--- src/hw/rtl/pdt_pkg.sv ---
// shared types, character codes and helpers of the path data tokenizer
`default_nettype none

package pdt_pkg;

	localparam int unsigned CHAR_W  = 8;
	localparam int unsigned PARAM_W = 32;

	typedef enum logic [1:0] {
		TK_COMMAND = 2'd0,
		TK_PARAM   = 2'd1,
		TK_END     = 2'd2,
		TK_ERROR   = 2'd3
	} token_kind_t;

	typedef enum logic [1:0] {
		CMD_C = 2'd0,
		CMD_L = 2'd1,
		CMD_M = 2'd2,
		CMD_Z = 2'd3
	} command_t;

	localparam logic [CHAR_W-1:0] CH_MINUS   = "-";
	localparam logic [CHAR_W-1:0] CH_PLUS    = "+";
	localparam logic [CHAR_W-1:0] CH_DOT     = ".";
	localparam logic [CHAR_W-1:0] CH_COMMA   = ",";
	localparam logic [CHAR_W-1:0] CH_ZERO    = "0";
	localparam logic [CHAR_W-1:0] CH_NINE    = "9";
	localparam logic [CHAR_W-1:0] CH_SPACE   = " ";
	localparam logic [CHAR_W-1:0] CH_TAB     = 8'h09;
	localparam logic [CHAR_W-1:0] CH_CR      = 8'h0d;
	localparam logic [CHAR_W-1:0] CH_LOWER_A = "a";
	localparam logic [CHAR_W-1:0] CH_C_UP    = "C";
	localparam logic [CHAR_W-1:0] CH_C_LO    = "c";
	localparam logic [CHAR_W-1:0] CH_L_UP    = "L";
	localparam logic [CHAR_W-1:0] CH_L_LO    = "l";
	localparam logic [CHAR_W-1:0] CH_M_UP    = "M";
	localparam logic [CHAR_W-1:0] CH_M_LO    = "m";
	localparam logic [CHAR_W-1:0] CH_Z_UP    = "Z";
	localparam logic [CHAR_W-1:0] CH_Z_LO    = "z";

	typedef struct packed {
		token_kind_t               kind;
		command_t                  code;
		logic                      rel;
		logic [CHAR_W-1:0]         orig;
		logic signed [PARAM_W-1:0] value;
		logic                      last;
	} token_t;

	function automatic logic is_space(input logic [CHAR_W-1:0] c);
		return (c == CH_SPACE) || ((c >= CH_TAB) && (c <= CH_CR));
	endfunction

	function automatic logic is_digit(input logic [CHAR_W-1:0] c);
		return (c >= CH_ZERO) && (c <= CH_NINE);
	endfunction

	function automatic token_t error_token(input logic [CHAR_W-1:0] c);
		token_t t;
		t      = '0;
		t.kind = TK_ERROR;
		t.orig = c;
		return t;
	endfunction

endpackage

`default_nettype wire

--- src/hw/rtl/pdt_in_if.sv ---
// character request channel of the path data tokenizer
`default_nettype none

interface pdt_in_if;
	logic                       valid;
	logic                       ready;
	logic [pdt_pkg::CHAR_W-1:0] char_in;
	logic                       end_of_string;

	modport source (output valid, output char_in, output end_of_string, input ready);
	modport sink (input valid, input char_in, input end_of_string, output ready);
endinterface

`default_nettype wire

--- src/hw/rtl/pdt_out_if.sv ---
// token request channel of the path data tokenizer
`default_nettype none

interface pdt_out_if;
	logic                                valid;
	logic                                ready;
	pdt_pkg::token_kind_t                token_kind;
	pdt_pkg::command_t                   command_code;
	logic                                relative_flag;
	logic [pdt_pkg::CHAR_W-1:0]          original_char;
	logic signed [pdt_pkg::PARAM_W-1:0]  param_value;
	logic                                last_of_run;

	modport source (output valid, output token_kind, output command_code,
		output relative_flag, output original_char, output param_value,
		output last_of_run, input ready);
	modport sink (input valid, input token_kind, input command_code,
		input relative_flag, input original_char, input param_value,
		input last_of_run, output ready);
endinterface

`default_nettype wire

--- src/hw/rtl/pdt_scan.sv ---
// scanner state and per-character token decode
`default_nettype none

module pdt_scan #(
	parameter int unsigned VALUE_BITS = 32
) (
	input  logic                       clk,
	input  logic                       arst_n,
	input  logic                       step,
	input  logic [pdt_pkg::CHAR_W-1:0] char_in,
	input  logic                       end_of_string,
	output logic [1:0]                 token_count,
	output pdt_pkg::token_t            token0,
	output pdt_pkg::token_t            token1
);
	import pdt_pkg::*;

	// magnitude saturates at 2^(VALUE_BITS-1)-1, which is all ones here
	localparam int unsigned MW = VALUE_BITS - 1;
	localparam logic [MW-1:0] MAG_MAX = '1;

	typedef enum logic [1:0] {
		MODE_START = 2'd0,
		MODE_FIRST = 2'd1,
		MODE_NEXT  = 2'd2
	} scan_mode_t;

	scan_mode_t    mode_q, mode_d;
	logic          innum_q, innum_d;
	logic          neg_q, neg_d;
	logic [MW-1:0] mag_q, mag_d;
	logic          digit_q, digit_d;
	logic          frac_q, frac_d;
	logic          fdt_q, fdt_d;
	logic          rup_q, rup_d;
	logic          comma_q, comma_d;
	logic          hold_q, hold_d;

	logic [3:0]                dval;
	logic [MW+3:0]             acc_ext;
	logic [MW-1:0]             mag_r;
	logic signed [MW:0]        sval;
	logic signed [PARAM_W-1:0] value32;
	logic                      cmd_v;
	command_t                  cmd_code;
	logic                      f_v, g_v, do_begin;
	token_t                    f_tok, g_tok;

	assign dval = char_in[3:0];

	// multiply by ten and add the digit, checked against the ceiling
	assign acc_ext = ({4'b0000, mag_q} << 3) + ({4'b0000, mag_q} << 1)
		+ {{MW{1'b0}}, dval};

	// round half away from zero on the first fraction digit, then apply sign
	assign mag_r = (rup_q && (mag_q != MAG_MAX)) ? mag_q + 1'b1 : mag_q;
	assign sval  = neg_q ? -$signed({1'b0, mag_r}) : $signed({1'b0, mag_r});

	generate
		if (MW + 1 >= PARAM_W) begin : g_trunc
			assign value32 = sval[PARAM_W-1:0];
		end else begin : g_extend
			assign value32 = {{(PARAM_W-MW-1){sval[MW]}}, sval};
		end
	endgenerate

	always_comb begin
		cmd_v    = 1'b1;
		cmd_code = CMD_C;
		case (char_in)
			CH_C_UP, CH_C_LO: cmd_code = CMD_C;
			CH_L_UP, CH_L_LO: cmd_code = CMD_L;
			CH_M_UP, CH_M_LO: cmd_code = CMD_M;
			CH_Z_UP, CH_Z_LO: cmd_code = CMD_Z;
			default:          cmd_v    = 1'b0;
		endcase
	end

	always_comb begin
		mode_d   = mode_q;
		innum_d  = innum_q;
		neg_d    = neg_q;
		mag_d    = mag_q;
		digit_d  = digit_q;
		frac_d   = frac_q;
		fdt_d    = fdt_q;
		rup_d    = rup_q;
		comma_d  = comma_q;
		hold_d   = hold_q;
		f_v      = 1'b0;
		g_v      = 1'b0;
		f_tok    = '0;
		g_tok    = '0;
		do_begin = 1'b0;

		if (step) begin
			if (end_of_string) begin
				if (!hold_q && innum_q) begin
					f_v = 1'b1;
					if (!digit_q) begin
						f_tok = error_token('0);
					end else begin
						f_tok.kind  = TK_PARAM;
						f_tok.value = value32;
					end
				end
				g_v        = 1'b1;
				g_tok.kind = TK_END;
				mode_d     = MODE_START;
				innum_d    = 1'b0;
				neg_d      = 1'b0;
				mag_d      = '0;
				digit_d    = 1'b0;
				frac_d     = 1'b0;
				fdt_d      = 1'b0;
				rup_d      = 1'b0;
				comma_d    = 1'b0;
				hold_d     = 1'b0;
			end else if (!hold_q) begin
				if (innum_q) begin
					if (is_digit(char_in)) begin
						digit_d = 1'b1;
						if (!frac_q) begin
							mag_d = (acc_ext > {4'b0000, MAG_MAX}) ? MAG_MAX : acc_ext[MW-1:0];
						end else if (!fdt_q) begin
							fdt_d = 1'b1;
							rup_d = (dval >= 4'd5);
						end
					end else if ((char_in == CH_DOT) && !frac_q) begin
						frac_d = 1'b1;
					end else begin
						// number ends here
						f_v     = 1'b1;
						innum_d = 1'b0;
						neg_d   = 1'b0;
						mag_d   = '0;
						digit_d = 1'b0;
						frac_d  = 1'b0;
						fdt_d   = 1'b0;
						rup_d   = 1'b0;
						if (!digit_q) begin
							f_tok  = error_token(char_in);
							hold_d = 1'b1;
						end else begin
							f_tok.kind  = TK_PARAM;
							f_tok.value = value32;
							mode_d      = MODE_NEXT;
							comma_d     = 1'b0;
							do_begin    = 1'b1;
						end
					end
				end else begin
					do_begin = 1'b1;
				end
			end
		end

		if (do_begin && !is_space(char_in)) begin
			if (cmd_v) begin
				g_v        = 1'b1;
				g_tok.kind = TK_COMMAND;
				g_tok.code = cmd_code;
				g_tok.rel  = (char_in >= CH_LOWER_A);
				g_tok.orig = char_in;
				mode_d     = MODE_FIRST;
				comma_d    = 1'b0;
			end else if (mode_d == MODE_START) begin
				g_v    = 1'b1;
				g_tok  = error_token(char_in);
				hold_d = 1'b1;
			end else if (char_in == CH_COMMA) begin
				if ((mode_d == MODE_NEXT) && !comma_d) begin
					comma_d = 1'b1;
				end else begin
					g_v    = 1'b1;
					g_tok  = error_token(char_in);
					hold_d = 1'b1;
				end
			end else if (is_digit(char_in) || (char_in == CH_PLUS) || (char_in == CH_MINUS)
				|| (char_in == CH_DOT)) begin
				innum_d = 1'b1;
				neg_d   = (char_in == CH_MINUS);
				frac_d  = (char_in == CH_DOT);
				fdt_d   = 1'b0;
				rup_d   = 1'b0;
				digit_d = is_digit(char_in);
				mag_d   = is_digit(char_in) ? {{(MW-4){1'b0}}, dval} : '0;
			end else begin
				g_v    = 1'b1;
				g_tok  = error_token(char_in);
				hold_d = 1'b1;
			end
		end
	end

	// pack the finishing token first, the new token second
	always_comb begin
		token_count = {1'b0, f_v} + {1'b0, g_v};
		token0      = f_v ? f_tok : g_tok;
		token0.last = !(f_v && g_v);
		token1      = g_tok;
		token1.last = 1'b1;
	end

	always_ff @(posedge clk or negedge arst_n) begin
		if (!arst_n) begin
			mode_q  <= MODE_START;
			innum_q <= 1'b0;
			neg_q   <= 1'b0;
			mag_q   <= '0;
			digit_q <= 1'b0;
			frac_q  <= 1'b0;
			fdt_q   <= 1'b0;
			rup_q   <= 1'b0;
			comma_q <= 1'b0;
			hold_q  <= 1'b0;
		end else begin
			mode_q  <= mode_d;
			innum_q <= innum_d;
			neg_q   <= neg_d;
			mag_q   <= mag_d;
			digit_q <= digit_d;
			frac_q  <= frac_d;
			fdt_q   <= fdt_d;
			rup_q   <= rup_d;
			comma_q <= comma_d;
			hold_q  <= hold_d;
		end
	end

endmodule

`default_nettype wire

--- src/hw/rtl/pdt_result_fifo.sv ---
// four-entry token queue, up to two writes and one read per cycle
`default_nettype none

module pdt_result_fifo (
	input  logic            clk,
	input  logic            arst_n,
	input  logic [1:0]      push_count,
	input  pdt_pkg::token_t push0,
	input  pdt_pkg::token_t push1,
	output logic            room,
	output logic            head_valid,
	input  logic            head_ready,
	output pdt_pkg::token_t head
);
	import pdt_pkg::*;

	localparam int unsigned DEPTH = 4;
	localparam int unsigned AW    = $clog2(DEPTH);

	token_t        mem_q [DEPTH];
	logic [AW-1:0] wr_q, rd_q;
	logic [AW:0]   cnt_q;
	logic          pop;

	assign head_valid = (cnt_q != '0);
	assign head       = mem_q[rd_q];
	assign pop        = head_valid && head_ready;
	// room for a full pair of tokens
	assign room       = (cnt_q <= (AW+1)'(DEPTH - 2));

	always_ff @(posedge clk) begin
		if (push_count != 2'd0) begin
			mem_q[wr_q] <= push0;
		end
		if (push_count == 2'd2) begin
			mem_q[AW'(wr_q + 1'b1)] <= push1;
		end
	end

	always_ff @(posedge clk or negedge arst_n) begin
		if (!arst_n) begin
			wr_q  <= '0;
			rd_q  <= '0;
			cnt_q <= '0;
		end else begin
			wr_q  <= AW'(wr_q + push_count);
			rd_q  <= AW'(rd_q + pop);
			cnt_q <= cnt_q + (AW+1)'(push_count) - (AW+1)'(pop);
		end
	end

endmodule

`default_nettype wire

--- src/hw/rtl/path_data_tokenizer_core.sv ---
// top level of the path data tokenizer
//
// char_ch takes one request per cycle while ready is high: a path character,
// or an end-of-string mark with end_of_string high. token_ch returns the
// tokens that each request causes, in order: commands, rounded signed
// parameters, end of input and error, with last_of_run high on the final
// token of a request. A request may cause no token (whitespace, a single
// comma, a digit inside a number, anything but end of string after an
// error) or up to two (a number closed by a command, a bad character or
// end of string). A four-entry token queue sits behind the scanner.
// Throughput: one request per cycle while each causes at most one token;
// a request that causes two drains one token at a time. The input keeps
// flowing while token_ch stalls until the queue cannot take two more tokens,
// then char_ch.ready drops; ready never depends on token_ch.ready directly.
// Reset clears the scanner to expect a leading command and empties the
// queue. End of string always resets the scanner for the next string.
`default_nettype none

module path_data_tokenizer_core #(
	parameter int unsigned VALUE_BITS = 32
) (
	input  logic      clk,
	input  logic      arst_n,
	pdt_in_if.sink    char_ch,
	pdt_out_if.source token_ch
);
	import pdt_pkg::*;

	// input register
	logic              valid_s1;
	logic [CHAR_W-1:0] char_s1;
	logic              eos_s1;
	logic              advance_s1;

	// scanner results and queue status
	logic       room;
	logic [1:0] token_count;
	token_t     token0, token1;
	logic       head_valid;
	token_t     head;

	// stage 1 moves into the queue whenever two slots are free
	assign advance_s1    = valid_s1 && room;
	assign char_ch.ready = !valid_s1 || room;

	always_ff @(posedge clk or negedge arst_n) begin
		if (!arst_n) begin
			valid_s1 <= 1'b0;
		end else if (char_ch.ready) begin
			valid_s1 <= char_ch.valid;
		end
	end

	always_ff @(posedge clk) begin
		if (char_ch.valid && char_ch.ready) begin
			char_s1 <= char_ch.char_in;
			eos_s1  <= char_ch.end_of_string;
		end
	end

	pdt_scan #(
		.VALUE_BITS (VALUE_BITS)
	) u_scan (
		.clk           (clk),
		.arst_n        (arst_n),
		.step          (advance_s1),
		.char_in       (char_s1),
		.end_of_string (eos_s1),
		.token_count   (token_count),
		.token0        (token0),
		.token1        (token1)
	);

	pdt_result_fifo u_fifo (
		.clk        (clk),
		.arst_n     (arst_n),
		.push_count (token_count),
		.push0      (token0),
		.push1      (token1),
		.room       (room),
		.head_valid (head_valid),
		.head_ready (token_ch.ready),
		.head       (head)
	);

	// queue head drives the token channel
	assign token_ch.valid         = head_valid;
	assign token_ch.token_kind    = head.kind;
	assign token_ch.command_code  = head.code;
	assign token_ch.relative_flag = head.rel;
	assign token_ch.original_char = head.orig;
	assign token_ch.param_value   = head.value;
	assign token_ch.last_of_run   = head.last;

endmodule

`default_nettype wire

--- src/flat_wrapper.sv ---
// flat-port wrapper written by rule: the top's interface ports become plain ports
module path_data_tokenizer_core_flat import pdt_pkg::*;
#(
	parameter int unsigned VALUE_BITS = 32
)
  (clk, arst_n, char_ch_valid, char_ch_char_in, char_ch_end_of_string, char_ch_ready, token_ch_valid, token_ch_token_kind, token_ch_command_code, token_ch_relative_flag, token_ch_original_char, token_ch_param_value, token_ch_last_of_run, token_ch_ready);
  pdt_in_if char_ch_i ();
  pdt_out_if token_ch_i ();
  input  logic clk;
  input  logic arst_n;
  input wire logic [$bits(char_ch_i.valid)-1:0] char_ch_valid;
  input wire logic [$bits(char_ch_i.char_in)-1:0] char_ch_char_in;
  input wire logic [$bits(char_ch_i.end_of_string)-1:0] char_ch_end_of_string;
  output wire logic [$bits(char_ch_i.ready)-1:0] char_ch_ready;
  output wire logic [$bits(token_ch_i.valid)-1:0] token_ch_valid;
  output wire logic [$bits(token_ch_i.token_kind)-1:0] token_ch_token_kind;
  output wire logic [$bits(token_ch_i.command_code)-1:0] token_ch_command_code;
  output wire logic [$bits(token_ch_i.relative_flag)-1:0] token_ch_relative_flag;
  output wire logic [$bits(token_ch_i.original_char)-1:0] token_ch_original_char;
  output wire logic [$bits(token_ch_i.param_value)-1:0] token_ch_param_value;
  output wire logic [$bits(token_ch_i.last_of_run)-1:0] token_ch_last_of_run;
  input wire logic [$bits(token_ch_i.ready)-1:0] token_ch_ready;
  assign char_ch_i.valid = char_ch_valid;
  assign char_ch_i.char_in = char_ch_char_in;
  assign char_ch_i.end_of_string = char_ch_end_of_string;
  assign char_ch_ready = char_ch_i.ready;
  assign token_ch_valid = token_ch_i.valid;
  assign token_ch_token_kind = token_ch_i.token_kind;
  assign token_ch_command_code = token_ch_i.command_code;
  assign token_ch_relative_flag = token_ch_i.relative_flag;
  assign token_ch_original_char = token_ch_i.original_char;
  assign token_ch_param_value = token_ch_i.param_value;
  assign token_ch_last_of_run = token_ch_i.last_of_run;
  assign token_ch_i.ready = token_ch_ready;
  path_data_tokenizer_core #(.VALUE_BITS(VALUE_BITS)) u_core (.clk(clk), .arst_n(arst_n), .char_ch(char_ch_i), .token_ch(token_ch_i));
endmodule
--- config.mk ---
export PLATFORM = sky130hd
export DESIGN_NAME = path_data_tokenizer_core_flat
export DESIGN_NICKNAME = d
export VERILOG_FILES = /design/src/hw/rtl/pdt_pkg.sv /design/src/hw/rtl/pdt_in_if.sv /design/src/hw/rtl/pdt_out_if.sv /design/src/hw/rtl/pdt_scan.sv /design/src/hw/rtl/pdt_result_fifo.sv /design/src/hw/rtl/path_data_tokenizer_core.sv /design/src/flat_wrapper.sv
export SDC_FILE = /design/constraint.sdc
export NUM_CORES = 1
export LEC_CHECK = 0
export BUFFER_PORTS_ARGS = -buffer_cell sky130_fd_sc_hd__buf_2
export CORE_MARGIN = 3
export CORE_UTILIZATION = 66
export CTS_CLUSTER_DIAMETER = 200
export CTS_CLUSTER_SIZE = 12
export DETAILED_ROUTE_END_ITERATION = 10
export GPL_ROUTABILITY_DRIVEN = 0
export PLACE_DENSITY_LB_ADDON = 0.1
export SLEW_MARGIN = 40
export SYNTH_ARGS = -nofsm -noshare
export SYNTH_HDL_FRONTEND = slang
export SYNTH_SLANG_ARGS = --single-unit
--- constraint.sdc ---
create_clock -name clk -period 7.6 [get_ports clk]
set_input_delay 0.38 -clock clk [delete_from_list [all_inputs] [get_ports clk]]
set_output_delay 0.38 -clock clk [all_outputs]
set_load 0.01 [all_outputs]
==> results of run 1 <==
state kept, by name (all words and copies together), names as in the netlist:
register	count
u_core.u_scan.mag_q	31
u_core.u_scan.hold_q	1
u_core.u_scan.digit_q	1
u_core.u_scan.frac_q	1
u_core.u_scan.neg_q	1
u_core.u_scan.comma_q	1
u_core.u_fifo.mem_q	184
u_core.u_scan.innum_q	1
u_core.eos_s1	1
u_core.u_scan.mode_q	2
u_core.u_fifo.rd_q	2
u_core.u_scan.fdt_q	1
u_core.char_s1	8
u_core.u_fifo.wr_q	2
u_core.valid_s1	1
u_core.u_scan.rup_q	1
u_core.u_fifo.cnt_q	3
placed cells by master (no fill, tap or decap), types with 12 or more instances in the layout:
cell / n
nand2b_1: 16
a22o_1: 80
a31oi_1: 12
nor2b_1: 13
dfrtp_1: 46
nor3_1: 20
nor2_1: 88
xnor2_1: 50
xor2_1: 30
clkbuf_16: 24
nand4_1: 27
ha_1: 70
buf_2: 60
edfxtp_1: 61
mux4_2: 46
nand3_1: 27
a22oi_1: 22
o21ai_0: 114
dfxtp_1: 132
inv_1: 42
and2_1: 49
nand2_1: 167
a21oi_1: 57
metrics by stage:
step	hold WS, ns	cells	instance area, um2
2_1_floorplan	0.0844	1466	14400
3_3_place_gp	0.429	1728	14700
3_5_place_dp	0.442	1728	14700
4_1_cts	0.0265	1763	15400
5_1_grt	0.0274	1763	15400
6_report	0.0424	1763	15400
repair_timing:
item	CTS	global route
endpoints found under the hold margin	9	0
hold buffers	1	0
setup buffers	0	0
cell families (layout without fill, tap and decap cells):
family	count (synthesis)	in the layout	share of synthesized area [%]
and+or+nand+nor	476	476	17.0
AOI/OAI and AO/OA	411	411	20.0
DFF	242	242	39.7
buffers and inverters	126	148	3.76
xor gates and xnor gates	81	81	4.99
adders and majority gates	73	73	6.52
muxes	57	57	8.02
worst max-delay path, cell delays in order (launching register included):
cell and delay, ns:
edfxtp_1 0.64, o21ai_0 0.27, a22oi_1 0.29, or2_2 0.22, nand2_1 0.07, a221oi_1 0.55
o21ai_0 0.36, nand2_1 0.23, inv_1 0.08, ha_1 0.23, nor2b_1 0.22, and2_1 0.41
a22oi_1 0.29, o22ai_1 0.64, and2_1 0.22
where the power goes:
part | internal [uW] | switching (uW) | total (uW)
sequential | 1420 | 113 | 1530
clock | 577 | 478 | 1060
combinational | 295 | 487 | 781
area by class of cell:
cell class	instances	share of cell area (%)
Sequential cell	242	37.0
Timing Repair Buffer	72	2.55
Multi-Input combinational cell	1098	52.9
Clock inverter	2	0.179
Inverter	42	1.02
Tap cell	275	2.23
Clock buffer	32	4.09
how the worst min path moves through the flow:
stage                                                  startpoint  slack [ns]                                      end
after floorplan                                            arst_n        0.08         u_core.u_fifo.cnt_q[0]$_DFF_PN0_
after detailed placement   u_core.u_fifo.mem_q[3][7]$_SDFFE_PP0P_        0.44   u_core.u_fifo.mem_q[3][7]$_SDFFE_PP0P_
after global placement    u_core.u_fifo.mem_q[1][15]$_SDFFE_PP0P_        0.43  u_core.u_fifo.mem_q[1][15]$_SDFFE_PP0P_
after global routing                           char_ch_char_in[1]        0.03              u_core.char_s1[1]$_DFFE_PP_
final                                       char_ch_end_of_string        0.04                  u_core.eos_s1$_DFFE_PP_
after CTS                                   char_ch_end_of_string        0.03                  u_core.eos_s1$_DFFE_PP_
cells in the mapped netlist, types with 30 or more instances:
cell type	number	area (um2)
nand2_1	167	627
dfxtp_1	132	2640
o21ai_0	114	571
nor2_1	92	345
a22o_1	80	701
ha_1	70	876
edfxtp_1	61	1830
a21oi_1	57	285
clkbuf_1	55	206
xnor2_1	50	438
and2_1	49	307
dfrtp_1	49	1230
mux4_2	46	1040
inv_1	42	158
xor2_1	30	263
metal layers:
| metal | global-route usage, % | wire length [um] | vias to the layer above |
|---|---|---|---|
| met5 | 0 | 0 | - |
| met4 | 9.17 | 939 | 0 |
| met3 | 3.69 | 2630 | 86 |
| met2 | 50.3 | 17300 | 518 |
| met1 | 43.5 | 15900 | 5720 |
| li1 | - | - | 5503 |
==> impl_metrics.json, run 1 <==
{
  "critPathArrivalTime_ns": 5.24,
  "cts_buffer_depth": 3,
  "synth_flop_cell": "dfxtp_1",
  "p_leak_uw": 0.00646,
  "cp-startpoint": "u_core.char_s1[1]$_DFFE_PP_",
  "cts_tree": "built",
  "portBuffers": 60,
  "netlist_instances": 1466,
  "startpoint_type": "flop",
  "numCtsBuffers": 24,
  "syn_nets": 1552,
  "cp-endpoint": "u_core.u_fifo.mem_q[3][39]$_DFFE_PP_",
  "core_area_um2": 21200,
  "grt_max_degree": 50,
  "period_share_pct": 64.1,
  "fin_ws_ns": 2.73,
  "r2r_setup_slack_ns": 2.73,
  "fin_nets": 1566,
  "drtIter0Drc": 1026,
  "synth-edff-count": 61,
  "syn_area_per_cell_um2": 9.80,
  "max_freq_mhz": 205,
  "seq_area_frac_synth_pct": 39.7,
  "ys_ff_latch": 242,
  "fin_util_pct": 72.6,
  "detail_route.wl_per_cell_um": 20.9,
  "multiInputGateArea_um2": 8150,
  "worstSetupPathType": "flop to flop",
  "timing.rr.end": "u_core.u_fifo.mem_q[3][39]$_DFFE_PP_",
  "p_per_area_nw_per_um2": 219,
  "htreeDepth": 1,
  "peakVddDrop_uv": 268,
  "die_x_um": 154,
  "pre_cts_ws_ns": 2.89,
  "vias": 11800,
  "holdPathStages": 1,
  "path_max_fanout": 17,
  "maxCapViolCount": 0,
  "relSlewSlack_pct": 42.5,
  "dpl.hpwl_um": 25500,
  "fp-row-count": 53,
  "finClkSkew_ns": 0.0277,
  "end_kind": "flop",
  "hold_class": "input port to flop",
  "first_pass_iters": 5,
  "finalHoldViolations": 0,
  "final-seq-area_um2": 5700,
  "avgViaCountPerCell": 6.71,
  "drt-total-wl_um": 36800,
  "regToRegStartpoint": "u_core.char_s1[1]$_DFFE_PP_",
  "clock_sinks": 242,
  "cts_root_buffer": "clkbuf_16",
  "drive_above_1_share_pct": 13.2,
  "ant_nets": 0,
  "tightest_slew_ns": 0.841,
  "boundaryPins": 61,
  "drc": 0,
  "cts_resized": 0,
  "start_util_pct": 67.7,
  "clk_pin_slew_ns": 0.06,
  "die_height_um": 154,
  "antennaDiodeCount": 0,
  "fin_setup_tns_ns": 0,
  "grt_pass1_vias": 11700,
  "rsz0062_at_grt": "no",
  "period_minus_slack_ns": 4.87,
  "power_uw": 3370,
  "track_usage_pct": 30.7,
  "gr-total-overflow": 0,
  "slew_viol_final": 0,
  "dieArea_um2": 23600,
  "fill_cells": 1591,
  "clk_latency_ns": 0.53,
  "r2r_cells": 14,
  "synth_cell_types": 90,
  "required_ns": 7.98,
  "area.growth.synth_to_final_pct": 7.29,
  "antenna_found_initial": 0,
  "outcome": "finished clean",
  "syn_area_um2": 14400,
  "ys_warn_count": 0,
  "setup_viol": 0,
  "synthArstFlopShare_pct": 20.2,
  "grt_pass1_wl_um": 60500
}
Note: power is estimated with default switching activity, not from simulation.
==> inputs of run 2 (changes only) <==
CORE_UTILIZATION = 57   (was 66)
clock period = 4 ns   (was 7.6 ns; I/O delays follow)
==> impl_metrics.json, run 2 (same netlist as run 1, synthesis figures left out) <==
{
  "outcome": "finished clean",
  "track_usage_pct": 28.2,
  "peakVddDrop_uv": 392,
  "clk_latency_ns": 0.53,
  "end_kind": "flop",
  "fin_nets": 1665,
  "die_height_um": 165,
  "worstSetupPathType": "flop to flop",
  "die_x_um": 165,
  "clk_pin_slew_ns": 0.06,
  "holdPathStages": 3,
  "r2r_setup_slack_ns": 0.06,
  "maxCapViolCount": 0,
  "boundaryPins": 61,
  "crit_chain": "inv_1, fa_1, inv_1, ha_1, a21oi_2, o2111ai_2, o211ai_1, o41ai_2, a222oi_1, o211ai_1, a2111o_2, buf_4, o311ai_1, o21ai_0",
  "max_freq_mhz": 254,
  "whs_endpoint": "u_core.u_fifo.rd_q[0]$_DFF_PN0_",
  "cts_tree": "built",
  "grt_pass1_wl_um": 61600,
  "timing.rr.end": "u_core.u_scan.mag_q[17]$_DFF_PN0_",
  "dp_cells": 1861,
  "gr-total-overflow": 0,
  "ant_nets": 0,
  "cts_buffer_depth": 3,
  "slew_viol_final": 0,
  "startpoint_type": "flop",
  "fp-row-count": 57,
  "detail_route.wl_per_cell_um": 20.0,
  "hp-start": "token_ch_ready",
  "grt_max_degree": 50,
  "placed_area_um2": 15400,
  "finalHoldViolations": 0,
  "finClkSkew_ns": 0.0172,
  "drt-total-wl_um": 38300,
  "htreeDepth": 1,
  "clock_sinks": 242,
  "required_ns": 4.39,
  "portBuffers": 60,
  "final_common_cell": "nand2_1",
  "antenna_found_initial": 0,
  "drc": 0,
  "period_share_pct": 98.5,
  "antennaDiodeCount": 0,
  "drtIter0Drc": 1090,
  "period_minus_slack_ns": 3.94,
  "dieArea_um2": 27100,
  "critPathArrivalTime_ns": 4.33,
  "largest_reg_flops": 184,
  "tightest_slew_ns": 0.654,
  "dpl.hpwl_um": 27300,
  "design_area_um2": 16400,
  "relSlewSlack_pct": 56.4,
  "largest_register": "u_core.u_fifo.mem_q",
  "top_regs": "u_core.u_fifo.mem_q x184, u_core.u_scan.mag_q x31, u_core.char_s1 x8",
  "core_area_um2": 24500,
  "numCtsBuffers": 24,
  "p_leak_uw": 0.00700,
  "r2r_cells": 14,
  "setup_viol": 0,
  "slowest_delay_ns": 0.59,
  "cpMaxStageDelayCell": "fa_1",
  "path_max_fanout": 6,
  "vias": 12000,
  "avgViaCountPerCell": 6.26,
  "mostFrequentLayoutCells": "nand2_1, dfxtp_1, o21ai_0",
  "start_util_pct": 58.5,
  "drive_above_1_share_pct": 18.9,
  "area.growth.synth_to_final_pct": 14.0,
  "cts_root_buffer": "clkbuf_16",
  "regToRegStartpoint": "u_core.char_s1[3]$_DFFE_PP_",
  "grt_pass1_vias": 11500,
  "stdcell_count": 1912,
  "hold_class": "input port to flop",
  "first_pass_iters": 5,
  "p_per_area_nw_per_um2": 398
}
-- run 2: changes by cell type in the layout (fill, tap and decap cells not counted), moves of 3 or more --
cell / before / now
buf_4: 11 / 96
dlygate4sd3_1: 1 / 11
o21ai_0: 114 / 107
o21ai_1: 10 / 16
a31oi_1: 12 / 9
a31oi_2: 0 / 3
nor2_1: 88 / 91
nor2_4: 3 / 0
-- run 2: repair_timing --
action / 4_1_cts / 5_1_grt
setup buffers: 0 / 5
endpoints found under the hold margin: 59 / 0
pin swaps: 1 / 7
setup endpoints to repair: 4 / 109
gates cloned: 0 / 0
resized for setup: 2 / 28
hold buffers: 11 / 0
-- run 2: layer usage --
layer / vias to the layer above / GRT usage [%] / part of all wire, %
met5: - / 0 / 0
met4: 0 / 5.95 / 2.0
met3: 57 / 3.66 / 6.0
met2: 418 / 46.5 / 47
met1: 5807 / 40.0 / 45
li1: 5689 / - / -
-- run 2: critical path: cells and delay by family (launching register included) --
kind | cells | cell delay [ns]
compound gates | 9 | 2.25
flops | 1 | 0.36
fa+ha+maj | 2 | 0.89
buf+inv | 3 | 0.32
-- run 2: power breakdown --
| part | total [uW] | internal [uW] | switching [uW] | leakage, uW |
|---|---|---|---|---|
| logic | 1560 | 668 | 893 | 0.00436 |
| clock network | 2010 | 1100 | 913 | 0.000319 |
| registers | 2940 | 2700 | 244 | 0.00232 |
-- run 2: layout make-up --
| cell class | count | area, um2 |
|---|---|---|
| multi-input combinational | 1098 | 8250 |
| clock buffer | 33 | 634 |
| sequential | 242 | 5710 |
| fill | 2017 | 8160 |
| timing repair buffer | 171 | 1190 |
| inverter | 42 | 158 |
| tap | 324 | 405 |
| clock inverter | 2 | 27.5 |
-- run 2: how the worst max path moves through the flow --
stage / start / to / slack [ns] / depth (start not counted)
floorplan: u_core.u_scan.mag_q[0]$_DFF_PN0_ / u_core.u_scan.mag_q[17]$_DFF_PN0_ / 0.04 / 14
global placement: u_core.u_scan.mag_q[1]$_DFF_PN0_ / u_core.u_fifo.mem_q[0][31]$_SDFFE_PP0P_ / 0.03 / 14
detailed placement: u_core.u_scan.mag_q[1]$_DFF_PN0_ / u_core.u_fifo.mem_q[0][31]$_SDFFE_PP0P_ / -0.11 / 14
CTS: u_core.char_s1[3]$_DFFE_PP_ / u_core.u_scan.mag_q[22]$_DFF_PN0_ / 0.05 / 13
global route: u_core.char_s1[3]$_DFFE_PP_ / u_core.u_scan.mag_q[17]$_DFF_PN0_ / -0.09 / 14
finish: u_core.char_s1[3]$_DFFE_PP_ / u_core.u_scan.mag_q[17]$_DFF_PN0_ / 0.06 / 14
-- run 2: metrics by stage --
| stage | setup TNS [ns] | total power, uW | hold WS, ns | util [%] | worst slack (ns) |
|---|---|---|---|---|---|
| finish | 0 | 6520 | 0.0754 | 66.8 | 0.0590 |
| global route | -1.25 | 6810 | 0.0876 | 66.8 | -0.0885 |
| CTS | 0 | 6540 | 0.0603 | 66.1 | 0.0460 |
| detailed placement | -0.400 | 4540 | 0.361 | 62.9 | -0.109 |
| global placement | 0 | 4510 | 0.352 | 62.9 | 0.0341 |
| floorplan | 0 | 3960 | -0.0956 | - | 0.0390 |
==> inputs of run 3 (changes only) <==
RECOVER_POWER = 50   (was unset)
SYNTH_HIERARCHICAL = 1   (was unset)
==> impl_metrics.json, run 3 <==
{
  "regToRegStartpoint": "u_core/char_s1[5]$_DFFE_PP_",
  "finClkSkew_ns": 0.0296,
  "power_uw": 8150,
  "area.growth.synth_to_final_pct": 14.3,
  "yosys.area.top_type": "edfxtp_1",
  "seq_area_frac_synth_pct": 41.5,
  "detail_route.wl_per_cell_um": 20.6,
  "p_leak_uw": 0.00774,
  "antenna_found_initial": 1,
  "clock_sinks": 242,
  "mostFrequentLayoutCells": "edfxtp_1, mux2_2, buf_4",
  "core_area_um2": 29000,
  "worstSetupPathType": "flop to flop",
  "grt_pass1_vias": 11900,
  "hold_class": "input port to flop",
  "portBuffers": 60,
  "peakVddDrop_uv": 373,
  "dieArea_um2": 31800,
  "r2r_setup_slack_ns": 0.10,
  "netlist_instances": 1449,
  "fp-row-count": 62,
  "slew_viol_final": 50,
  "largest_register": "u_core/u_fifo/mem_q",
  "boundaryPins": 61,
  "outcome": "finished, violations left",
  "synth_common_cells": "edfxtp_1, mux2_2, nand2_1",
  "yosysMostFrequentCell": "edfxtp_1",
  "htreeDepth": 1,
  "design_area_um2": 19300,
  "period_minus_slack_ns": 3.90,
  "cp-endpoint": "u_core/u_fifo/mem_q[1][10]$_DFFE_PP_",
  "cts_buffer_depth": 3,
  "stdcell_count": 2005,
  "relSlewSlack_pct": -82.9,
  "pre_cts_ws_ns": -0.110,
  "path_max_fanout": 17,
  "finalHoldViolations": 0,
  "period_share_pct": 97.4,
  "r2r_cells": 12,
  "rsz0062_at_grt": "yes",
  "drtIter0Drc": 1019,
  "cts_root_buffer": "clkbuf_16",
  "top_regs": "u_core/u_fifo/mem_q x184, u_core/u_scan/mag_q x31, u_core/char_s1 x8",
  "drc": 0,
  "synth_cell_types": 88,
  "numCtsBuffers": 24,
  "grt_pass1_wl_um": 65300,
  "fin_nets": 1687,
  "die_height_um": 178,
  "end_kind": "flop",
  "yosysTopAreaCellShare_pct": 34.3,
  "cp-startpoint": "u_core/char_s1[5]$_DFFE_PP_",
  "drive_above_1_share_pct": 29.3,
  "ys_warn_count": 6,
  "placed_area_um2": 18300,
  "ant_nets": 0,
  "dp_cells": 1934,
  "critPathArrivalTime_ns": 4.17,
  "largest_reg_flops": 184,
  "synth_area_leaders": "edfxtp_1, mux2_2, dfrtp_1, mux2_4, mux4_2",
  "first_pass_iters": 7,
  "synth_flop_cell": "edfxtp_1",
  "vias": 12100,
  "grt_max_degree": 50,
  "maxCapViolCount": 1,
  "synth-edff-count": 193,
  "dpl.hpwl_um": 29100,
  "avgViaCountPerCell": 6.05,
  "drt-total-wl_um": 41300,
  "required_ns": 4.28,
  "clk_latency_ns": 0.53,
  "timing.rr.end": "u_core/u_fifo/mem_q[1][10]$_DFFE_PP_",
  "ys_ff_latch": 242,
  "setup_viol": 0,
  "startpoint_type": "flop",
  "antennaDiodeCount": 0,
  "final_common_cell": "edfxtp_1",
  "failed_checks": "max-capacitance violations, max-slew violations",
  "fin_ws_ns": 0.103,
  "track_usage_pct": 25.7,
  "tightest_slew_ns": 2.74,
  "synthArstFlopShare_pct": 20.2,
  "cts_tree": "built",
  "clk_pin_slew_ns": 0.07,
  "syn_area_um2": 16900,
  "die_x_um": 178,
  "p_per_area_nw_per_um2": 421,
  "syn_area_per_cell_um2": 11.7,
  "fin_util_pct": 66.6,
  "start_util_pct": 58.3,
  "gr-total-overflow": 0,
  "max_freq_mhz": 257
}
## run 3: changes by cell type in the layout (fill, tap and decap cells not counted), sizes merged, moves of 44 or more
cell | previous run | this run
a22o | 80 | 0
clkbuf | 33 | 101
dfxtp | 132 | 0
edfxtp | 61 | 193
mux2 | 5 | 185
nand2 | 167 | 91
o21ai | 124 | 80
## run 3: kinds of logic after synthesis
family                   share of synthesized area (%)
multiplexers                                      20.4
AO/OA/AOI/OAI                                     10.7
AND/OR/NAND/NOR                                   12.2
buffers and inverters                             5.32
other                                           0.0444
adder cells (fa/ha/maj)                           5.31
XOR/XNOR                                          4.56
flip-flops                                        41.5
## run 3: worst max-delay path: stages (launching register included)
cell and delay (ns):
edfxtp_1 0.48, or4b_1 0.47, a21o_1 0.20, a2111oi_2 0.40
buf_4 0.18, a211oi_1 0.05, o21a_1 0.15, or2_4 0.25
ha_4 0.24, buf_4 0.14, nor4b_4 0.33, bufbuf_16 0.38
mux2_2 0.36
## run 3: where the power goes
part / switching, uW / internal (uW) / leakage, uW
clock: 943 / 1130 / 0.000329
sequential: 303 / 3190 / 0.00243
combinational: 1410 / 1170 / 0.00499
## run 3: repair_timing
action | CTS | global route
endpoints found under the setup margin | 179 | 201
cloned | 1 | 2
hold endpoints to repair | 61 | 0
hold buffers | 12 | 0
gates resized for setup | 8 | 65
pin swaps | 4 | 20
buffers inserted | 3 | 11
## run 3: worst min-delay path by stage
stage,start,to,depth (start not counted)
after global routing,char_ch_char_in[1],u_core/char_s1[1]$_DFFE_PP_,2
final,char_ch_char_in[4],u_core/char_s1[4]$_DFFE_PP_,2
after CTS,arst_n,u_core/u_fifo/cnt_q[0]$_DFF_PN0_,3
after global placement,arst_n,u_core/u_fifo/wr_q[1]$_DFF_PN0_,2
after detailed placement,arst_n,u_core/u_fifo/wr_q[1]$_DFF_PN0_,2
after floorplan,arst_n,u_core/u_fifo/cnt_q[0]$_DFF_PN0_,0
## run 3: final cells by class
cell class / count / area [um2]
well taps: 384 / 480
inverters: 39 / 146
fillers: 2226 / 9680
repair buffers: 212 / 1570
clock inverters: 2 / 27.5
multi-input cells: 1085 / 9420
flip-flops and latches: 242 / 7030
clock buffers: 41 / 664
## run 3: metal layers
metal  share of wire, %  track usage, %  wire [um]  vias up
met5                  0               0          0        -
met4                1.7            5.97        691        0
met3                5.4            2.43       2240       62
met2                 48            42.9      19900      391
met1                 45            36.6      18400     5948
li1                   -               -          -     5734
## run 3: through the flow
step	hold WS, ns	TNS (ns)
after floorplan	-0.0956	-59.00
after global routing	0.368	-0.230
final	0.371	0
after global placement	0.356	0
after CTS	0.333	0
after detailed placement	0.356	-9.04
